### config.mk
export PLATFORM = sky130hd
export DESIGN_NAME = ile_cell
export DESIGN_NICKNAME = d
export VERILOG_FILES = /design/src/hw/rtl/ile_pkg.sv /design/src/hw/rtl/ile_cell.sv
export SDC_FILE = /design/constraint.sdc
export NUM_CORES = 1
export LEC_CHECK = 0
export CAP_MARGIN = 20
export CORE_ASPECT_RATIO = 0.6
export CORE_MARGIN = 1.5
export CORE_UTILIZATION = 40
export CTS_CLUSTER_SIZE = 14
export DETAILED_ROUTE_END_ITERATION = 8
export DONT_BUFFER_PORTS = 1
export GPL_TIMING_DRIVEN = 0
export SLEW_MARGIN = 15
export SYNTH_ARGS = -nofsm -noshare
export SYNTH_HDL_FRONTEND = slang
export SYNTH_SLANG_ARGS = --single-unit
### constraint.sdc
create_clock -name clk -period 6.93 [get_ports clk]
set_input_delay 0.3465 -clock clk [delete_from_list [all_inputs] [get_ports clk]]
set_output_delay 0.3465 -clock clk [all_outputs]
set_load 0.05 [all_outputs]
### src/hw/rtl/ile_pkg.sv
// Shared types and constants for the indexed list engine.
// Used by ile_cell and indexed_list_engine_top; depends on nothing else.
package ile_pkg;

  localparam int CAPACITY_DEF   = 64;
  localparam int DATA_WIDTH_DEF = 32;

  localparam int OP_W   = 4;
  localparam int POS_W  = 7;
  localparam int VAL_W  = 32;
  localparam int CNT_W  = 7;
  localparam int STAT_W = 2;

  typedef enum logic [OP_W-1:0] {
    OP_ADD_FRONT    = 4'd0,
    OP_ADD_BACK     = 4'd1,
    OP_INSERT_AT    = 4'd2,
    OP_REMOVE_FRONT = 4'd3,
    OP_REMOVE_BACK  = 4'd4,
    OP_REMOVE_AT    = 4'd5,
    OP_READ_FRONT   = 4'd6,
    OP_READ_BACK    = 4'd7,
    OP_READ_AT      = 4'd8,
    OP_REPLACE_AT   = 4'd9
  } op_t;

  typedef enum logic [STAT_W-1:0] {
    ST_OK    = 2'd0,
    ST_EMPTY = 2'd1,
    ST_RANGE = 2'd2,
    ST_FULL  = 2'd3
  } status_t;

  // What every cell does at the commit edge.
  typedef enum logic [1:0] {
    CELL_HOLD,
    CELL_INSERT,
    CELL_REMOVE,
    CELL_WRITE
  } cell_op_t;

  typedef struct packed {
    cell_op_t op;
    logic     commit;
  } cell_cmd_t;

  typedef enum logic [1:0] {
    S_IDLE,
    S_SCAN,
    S_COMMIT
  } state_t;

endpackage

### src/hw/rtl/ile_cell.sv
// One storage cell of the list chain: holds one entry and one stage of the read-out line.
// Depends on ile_pkg.
module ile_cell
  import ile_pkg::*;
#(
  parameter int INDEX      = 0,
  parameter int IDX_W      = 6,
  parameter int DATA_WIDTH = DATA_WIDTH_DEF
) (
  input  logic                  clk,
  input  cell_cmd_t             cmd,
  input  logic [IDX_W-1:0]      target,
  input  logic [DATA_WIDTH-1:0] wdata,
  input  logic [DATA_WIDTH-1:0] left_entry,
  input  logic [DATA_WIDTH-1:0] right_entry,
  input  logic [DATA_WIDTH-1:0] rd_in,
  output logic [DATA_WIDTH-1:0] entry,
  output logic [DATA_WIDTH-1:0] rd_out
);

  localparam logic [IDX_W-1:0] MY_IDX = IDX_W'(INDEX);

  logic                  hit;
  logic                  above;
  logic [DATA_WIDTH-1:0] entry_next;

  assign hit   = (target == MY_IDX);
  assign above = (MY_IDX > target);

  always_comb begin
    entry_next = entry;
    if (cmd.commit) begin
      case (cmd.op)
        CELL_INSERT: begin
          if (above) entry_next = left_entry;
          else if (hit) entry_next = wdata;
        end
        CELL_REMOVE: begin
          if (above || hit) entry_next = right_entry;
        end
        CELL_WRITE: begin
          if (hit) entry_next = wdata;
        end
        default: entry_next = entry;
      endcase
    end
  end

  always_ff @(posedge clk) begin
    entry <= entry_next;
    // The addressed cell keeps loading its entry; every other cell passes its
    // upper neighbor's word down toward cell zero.
    rd_out <= hit ? entry : rd_in;
  end

endmodule

==> flow_metrics.py, run 1 <==
metrics = {
    "die": {
        "die_h_um": 67.29,
        "coreArea_um2": 6676,
        "dieWidth_um": 110.1,
        "start_util": 0.4127,
        "io_pins": 202,
        "rows": 23,
        "dieArea_um2": 7411,
    },
    "finish": {
        "drive_above_1_share": 0.09594,
        "diodes": 0,
        "final_nets": 404,
        "area_growth_pct": 15.80,
        "final_cell_mix": "33 x nor2_1, 33 x a31oi_1, 32 x nand3_1, 32 x edfxtp_1, 32 x dfxtp_1",
        "fin_util": 0.4779,
    },
    "sta": {
        "finClkSkew_ns": 0.005947,
        "worstMarginPinSlew_ns": 0.5952,
        "fin_crit_sh": 0.2619,
        "fin_crit_ns": 1.815,
        "maxSlewViolCount": 0,
        "relSlewSlack": 0.6017,
        "final.setup.tns_ns": 0,
        "finalSetupViolations": 0,
        "fmax_ghz": 0.5511,
        "rsz0062_at_grt": "false",
        "hold_viol_final": 0,
    },
    "critical_path": {
        "path_class": "in2reg",
        "cp.required_ns": 6.95,
        "worstSetupStartpointType": "input port",
        "r2r_cells": 2,
        "r2r_end": "entry[15]",
        "critPathCaptureType": "flop",
        "reg2reg_slack_ns": 5.69,
        "crit_path_max_fanout": 17,
        "worstReg2RegStart": "entry[15]",
        "arrival_ns": 1.84,
    },
    "power": {
        "switchingPower_w": 0.0002652,
        "pwr-share-seq": 0.506,
        "ir_drop_v": 0.0001602,
        "p_sw_frac": 0.2668,
        "pwr-share-clk": 0.441,
        "power.leakage_nw": 1.072,
        "p_comb_frac": 0.053,
        "p_per_area_nw_per_um2": 311.6,
        "intPower_w": 0.0007289,
    },
    "min_path": {
        "whs_endpoint": "rd_out[1]",
        "hp-start": "rd_in[1]",
        "hold_path.class": "in2reg",
        "holdPathStages": 1,
    },
    "synth": {
        "synth_compound_area_frac": 0.1331,
        "synthSimpleGateAreaFrac": 0.1226,
        "yosysWarningCount": 0,
        "synth_area_um2": 2755,
        "syn_avg_cell_area_um2": 10.85,
        "synth_mux_area_frac": 0.1308,
        "synthCells": 254,
        "ys_seq_elements": 64,
        "synth_top_family_by_area": "compound AO/OA/AOI/OAI gates",
        "synth_xor_area_frac": 0,
        "synthAdderAreaFrac": 0,
        "yosysSeqAreaShare": 0.5813,
        "yosysUniqueCellTypes": 18,
        "synth_nets": 392,
    },
    "clock_network": {
        "htree_levels": 3,
        "root_buffer": "clkbuf_16",
        "clock_path_buffers": 2,
        "hold_buffers": 0,
        "cts_tree": "built",
        "clkLatencyLatePin_ns": 0.32,
        "cts.sinks": 64,
        "cts_resized": 0,
        "cts_made_buffers": 9,
        "clk_pin_slew_ns": 0.05,
        "post_cts_buffers": 0,
    },
    "grt": {
        "use_met1": 0.2637,
        "met2_usage": 0.3230,
        "antenna_found_initial": 0,
        "grt_max_degree": 18,
        "grt_use_total": 0.2055,
        "use_met3": 0.08784,
        "grt_overflow": 0,
        "grt_pass1_wl_um": 10980,
        "grt_pass1_vias": 2067,
        "grt_most_used_layer": "met2",
    },
    "detailed_routing": {
        "drt_iter0_drc": 114,
        "routedWlPerCell_um": 21.15,
        "wirelength_um": 7571,
        "dr.pass1.iters": 5,
        "detail_route.vias_per_cell": 5.880,
        "vias": 2105,
        "route.detailed.drc": 0,
        "ant_nets": 0,
    },
    "place": {
        "gp_congestion": 0.7306,
        "dp_hpwl_um": 5680,
        "portBuffers": 0,
    },
    "outcome": {
        "outcome": "finished, final reports clean",
    },
    "run": {
        "maxCapViolCount": 0,
    },
}
[per-stage QoR]
stage          cell area [um^2]  worst slack (ns)  hold WS [ns]  instances  total power (W)
2_1_floorplan              2755             4.181        0.4743        254        0.0005449
3_3_place_gp               2864             3.291        0.4745        341        0.0005603
3_5_place_dp               2899             4.790        0.4779        342        0.0005635
4_1_cts                    3191             5.123        0.1445        358         0.001004
5_1_grt                    3191             5.045        0.1424        358         0.001026
6_report                   3191             5.115        0.1530        358        0.0009942
[per-layer routing]
| metal | wire length [um] | vias up |
|---|---|---|
| met5 | 0 | - |
| li1 | - | 971 |
| met2 | 3368 | 127 |
| met1 | 3312 | 1005 |
| met4 | 26 | 0 |
| met3 | 863 | 2 |
[area by class of cell]
type	instances	area, um^2
fillers	658	3486
flip-flops and latches	64	1602
multi-input cells	168	1072
clock buffers	12	246.5
well taps	87	108.9
plain buffers	22	88.84
clock inverters	4	45.04
repair buffers	1	27.53
[worst max-delay path, cell delays in order]
cell     delay (ns)
nor4_4         0.50
a31oi_1        0.23
nor2b_4        0.53
buf_16         0.22
[logic make-up (layout without fill, tap and decap cells)]
group | after synthesis | after routing
compound gates | 65 | 65
flops | 64 | 64
mux | 32 | 32
buf+inv | 22 | 39
simple gates | 71 | 71
[worst max path at each step]
stage / from / to / slack, ns / depth (start not counted)
6_report: target[5] / entry[4] / 5.12 / 4
4_1_cts: target[5] / entry[6] / 5.12 / 4
5_1_grt: target[5] / entry[13] / 5.04 / 4
3_3_place_gp: target[5] / entry[20] / 3.29 / 3
3_5_place_dp: target[5] / entry[8] / 4.79 / 4
2_1_floorplan: target[5] / entry[0] / 4.18 / 3
[registers in the layout (all words and copies together) (netlist names)]
signal,cells
entry,32
rd_out,32
[cell usage after synthesis]
library cell / count / area share
a31oi_1: 33 / 0.075
nor2_1: 33 / 0.045
dfxtp_1: 32 / 0.23
edfxtp_1: 32 / 0.35
nand3_1: 32 / 0.058
mux2_1: 30 / 0.12
o21ai_0: 27 / 0.049
clkbuf_1: 16 / 0.022
buf_2: 5 / 0.0091
o21ai_1: 5 / 0.0091
mux2_2: 2 / 0.0082
buf_1: 1 / 0.0014
nand2_2: 1 / 0.0023
nand2b_1: 1 / 0.0023
nor2b_1: 1 / 0.0023
nor4_4: 1 / 0.0077
or2_2: 1 / 0.0023
or4_1: 1 / 0.0027
[power by group through the flow]
stage               clock network, W  registers, W  logic [W]
finish                      0.000438      0.000504  0.0000523
global route                0.000460      0.000507  0.0000589
CTS                         0.000448      0.000504  0.0000522
detailed placement                 0      0.000511  0.0000522
global placement                   0      0.000512  0.0000484
floorplan                          0      0.000507  0.0000379
Note: power is estimated with default switching activity, not from simulation.
==> run 2, diff against run 1 <==
--- a/config.mk
+++ b/config.mk
@@ -5,6 +5,7 @@
 export SDC_FILE = /design/constraint.sdc
 export NUM_CORES = 1
 export LEC_CHECK = 0
+export ABC_AREA = 1
 export CAP_MARGIN = 20
 export CORE_ASPECT_RATIO = 0.6
 export CORE_MARGIN = 1.5
==> constraint.sdc (replaced) <==
create_clock -name clk -period 1.8 [get_ports clk]
set_input_delay 0.09 -clock clk [delete_from_list [all_inputs] [get_ports clk]]
set_output_delay 0.09 -clock clk [all_outputs]
set_load 0.05 [all_outputs]
==> flow_metrics.py, run 2 <==
metrics = {
    "outcome": {
        "outcome": "finished, final reports clean",
    },
    "place": {
        "dp_hpwl_um": 6572,
        "portBuffers": 0,
        "gp_congestion": 0.8307,
        "post-place-ws_ns": -0.2334,
    },
    "sta": {
        "worstMarginPinSlew_ns": 1.020,
        "timing.hold.ws_ns": 0.07285,
        "rsz0062_at_grt": "false",
        "finClkSkew_ns": 0.003241,
        "relSlewSlack": 0.3187,
        "maxSlewViolCount": 0,
        "worst_slack_ns": 0.1319,
        "hold_viol_final": 0,
        "finalSetupViolations": 0,
        "fmax_ghz": 0.5995,
        "final.setup.tns_ns": 0,
        "fin_crit_sh": 0.9267,
        "fin_crit_ns": 1.668,
    },
    "grt": {
        "grt_pass1_wl_um": 15170,
        "grt_overflow": 0,
        "grt_pass1_vias": 2970,
        "antenna_found_initial": 0,
        "grt_use_total": 0.2509,
        "grt_max_degree": 33,
    },
    "finish": {
        "fin_util": 0.5614,
        "drive_above_1_share": 0.06210,
        "final_nets": 601,
        "final_cell_mix": "128 x nand2_1, 65 x inv_1, 64 x dlygate4sd3_1",
        "area_growth_pct": 35.18,
        "top_regs": "entry x32, rd_out x32",
        "final_common_cell": "nand2_1",
        "diodes": 0,
    },
    "die": {
        "io_pins": 202,
        "dieArea_um2": 8124,
        "coreArea_um2": 7297,
        "dieWidth_um": 115.4,
        "rows": 24,
        "die_h_um": 70.42,
        "start_util": 0.4153,
    },
    "synth": {
        "syn_avg_cell_area_um2": 7.810,
        "yosysMostFrequentCell": "nand2_1",
        "synth_area_um2": 3030,
        "synth_xor_area_frac": 0,
        "async_flop_share": 0,
        "synth-edff-count": 32,
        "ys.flop_type": "edfxtp_1",
        "synthAdderAreaFrac": 0,
        "synth_commonest_cells": "128 x nand2_1, 65 x inv_1",
        "ys_seq_elements": 64,
        "synthSimpleGateAreaFrac": 0.2977,
        "yosysSeqAreaShare": 0.5285,
        "synth_nets": 526,
        "netlist.area_leader.share": 0.3171,
        "synth_compound_area_frac": 0.05285,
        "synth_top_family_by_area": "simple AND/OR/NAND/NOR gates",
        "synthCells": 388,
        "yosysWarningCount": 0,
        "yosys.area.top_type": "edfxtp_1",
        "synth_mux_area_frac": 0,
        "yosysUniqueCellTypes": 16,
        "synth_area_leaders": "edfxtp_1 32%, dfxtp_1 21%, nand2_1 16%, inv_1 8.1%, nand4_1 6.6%",
    },
    "clock_network": {
        "post_cts_buffers": 0,
        "clock_path_buffers": 2,
        "cts_resized": 0,
        "cts_tree": "built",
        "cts.sinks": 64,
        "root_buffer": "clkbuf_16",
        "clk_pin_slew_ns": 0.05,
        "cts_made_buffers": 9,
        "htree_levels": 3,
        "hold_buffers": 64,
        "clkLatencyLatePin_ns": 0.33,
    },
    "detailed_routing": {
        "wirelength_um": 9750,
        "route.detailed.drc": 0,
        "dr.pass1.iters": 5,
        "drt_iter0_drc": 204,
        "detail_route.vias_per_cell": 5.016,
        "vias": 2864,
        "routedWlPerCell_um": 17.08,
        "ant_nets": 0,
    },
    "min_path": {
        "hold_path.class": "in2reg",
        "hp-start": "wdata[18]",
    },
    "power": {
        "power.leakage_nw": 1.966,
        "ir_drop_v": 0.0004716,
        "power.total_w": 0.004027,
        "p_per_area_nw_per_um2": 983.1,
    },
    "critical_path": {
        "path_class": "in2reg",
        "cp.required_ns": 1.74,
        "crit_path_max_fanout": 32,
        "timing.critical_path.from": "target[0]",
        "arrival_ns": 1.61,
        "worstSetupStartpointType": "input port",
        "worstReg2RegStart": "entry[14]",
        "critPathCaptureType": "flop",
    },
    "run": {
        "maxCapViolCount": 0,
    },
}
## run 2: changes by cell type after synthesis, moves of 3 or more
cell | before | now
a31oi_1 | 33 | 0
nor2_1 | 33 | 3
clkbuf_1 | 16 | 10
nand4_1 | 0 | 32
o21ai_0 | 27 | 0
inv_1 | 0 | 65
nand2_1 | 0 | 128
nor2_4 | 0 | 3
buf_1 | 1 | 8
o21ai_1 | 5 | 32
mux2_1 | 30 | 0
## run 2: per-stage QoR
step	area (um^2)	std cells
finish	4096	571
global route	4096	571
global placement	3168	492
floorplan	3038	388
detailed placement	3168	492
CTS	4096	571
## run 2: critical path, cell delays in order
cell and delay (ns):
nor2_4 0.20, nand3_2 0.19, buf_6 0.19, nor2_1 0.08
nor2_1 0.07, nor2_4 0.77
## run 2: where the power goes
group	switching, W	leakage (nW)	total (W)	internal, W
logic	0.000211	1.25	0.000387	0.000176
clock network	0.000598	0.145	0.00169	0.00109
registers	0.000319	0.573	0.00195	0.00163
## run 2: final cells by class
type                       instances  area [um^2]
clock inverter                     4        45.04
multi-input combinational        232         1070
buffer                            25        115.1
timing repair buffer              64        640.6
tap                              104        130.1
fill                             668         3201
clock buffer                      11        242.7
sequential                        64         1602
inverter                          67        251.5
## run 2: routing by layer
metal / GRT usage / wire length, um / vias up
met3: 0.09201 / 932 / 6
met5: 0 / 0 / -
met2: 0.4011 / 4529 / 142
met4: 0.06859 / 51 / 0
met1: 0.3193 / 4236 / 1325
li1: - / - / 1391
## run 2: cell families (layout without fill, tap and decap cells)
family,after synthesis,in the layout
buf+inv,92,171
flops,64,64
simple gates,200,200
compound gates,32,32
## run 2: path summary, 6_finish.rpt
kind                     to  slack (ns)  cells after the start
hold reg to reg   rd_out[7]        0.88                      2
setup / recovery  entry[24]        0.13                      6
hold / removal    entry[18]        0.07                      4
setup reg to reg  entry[14]        0.53                      4
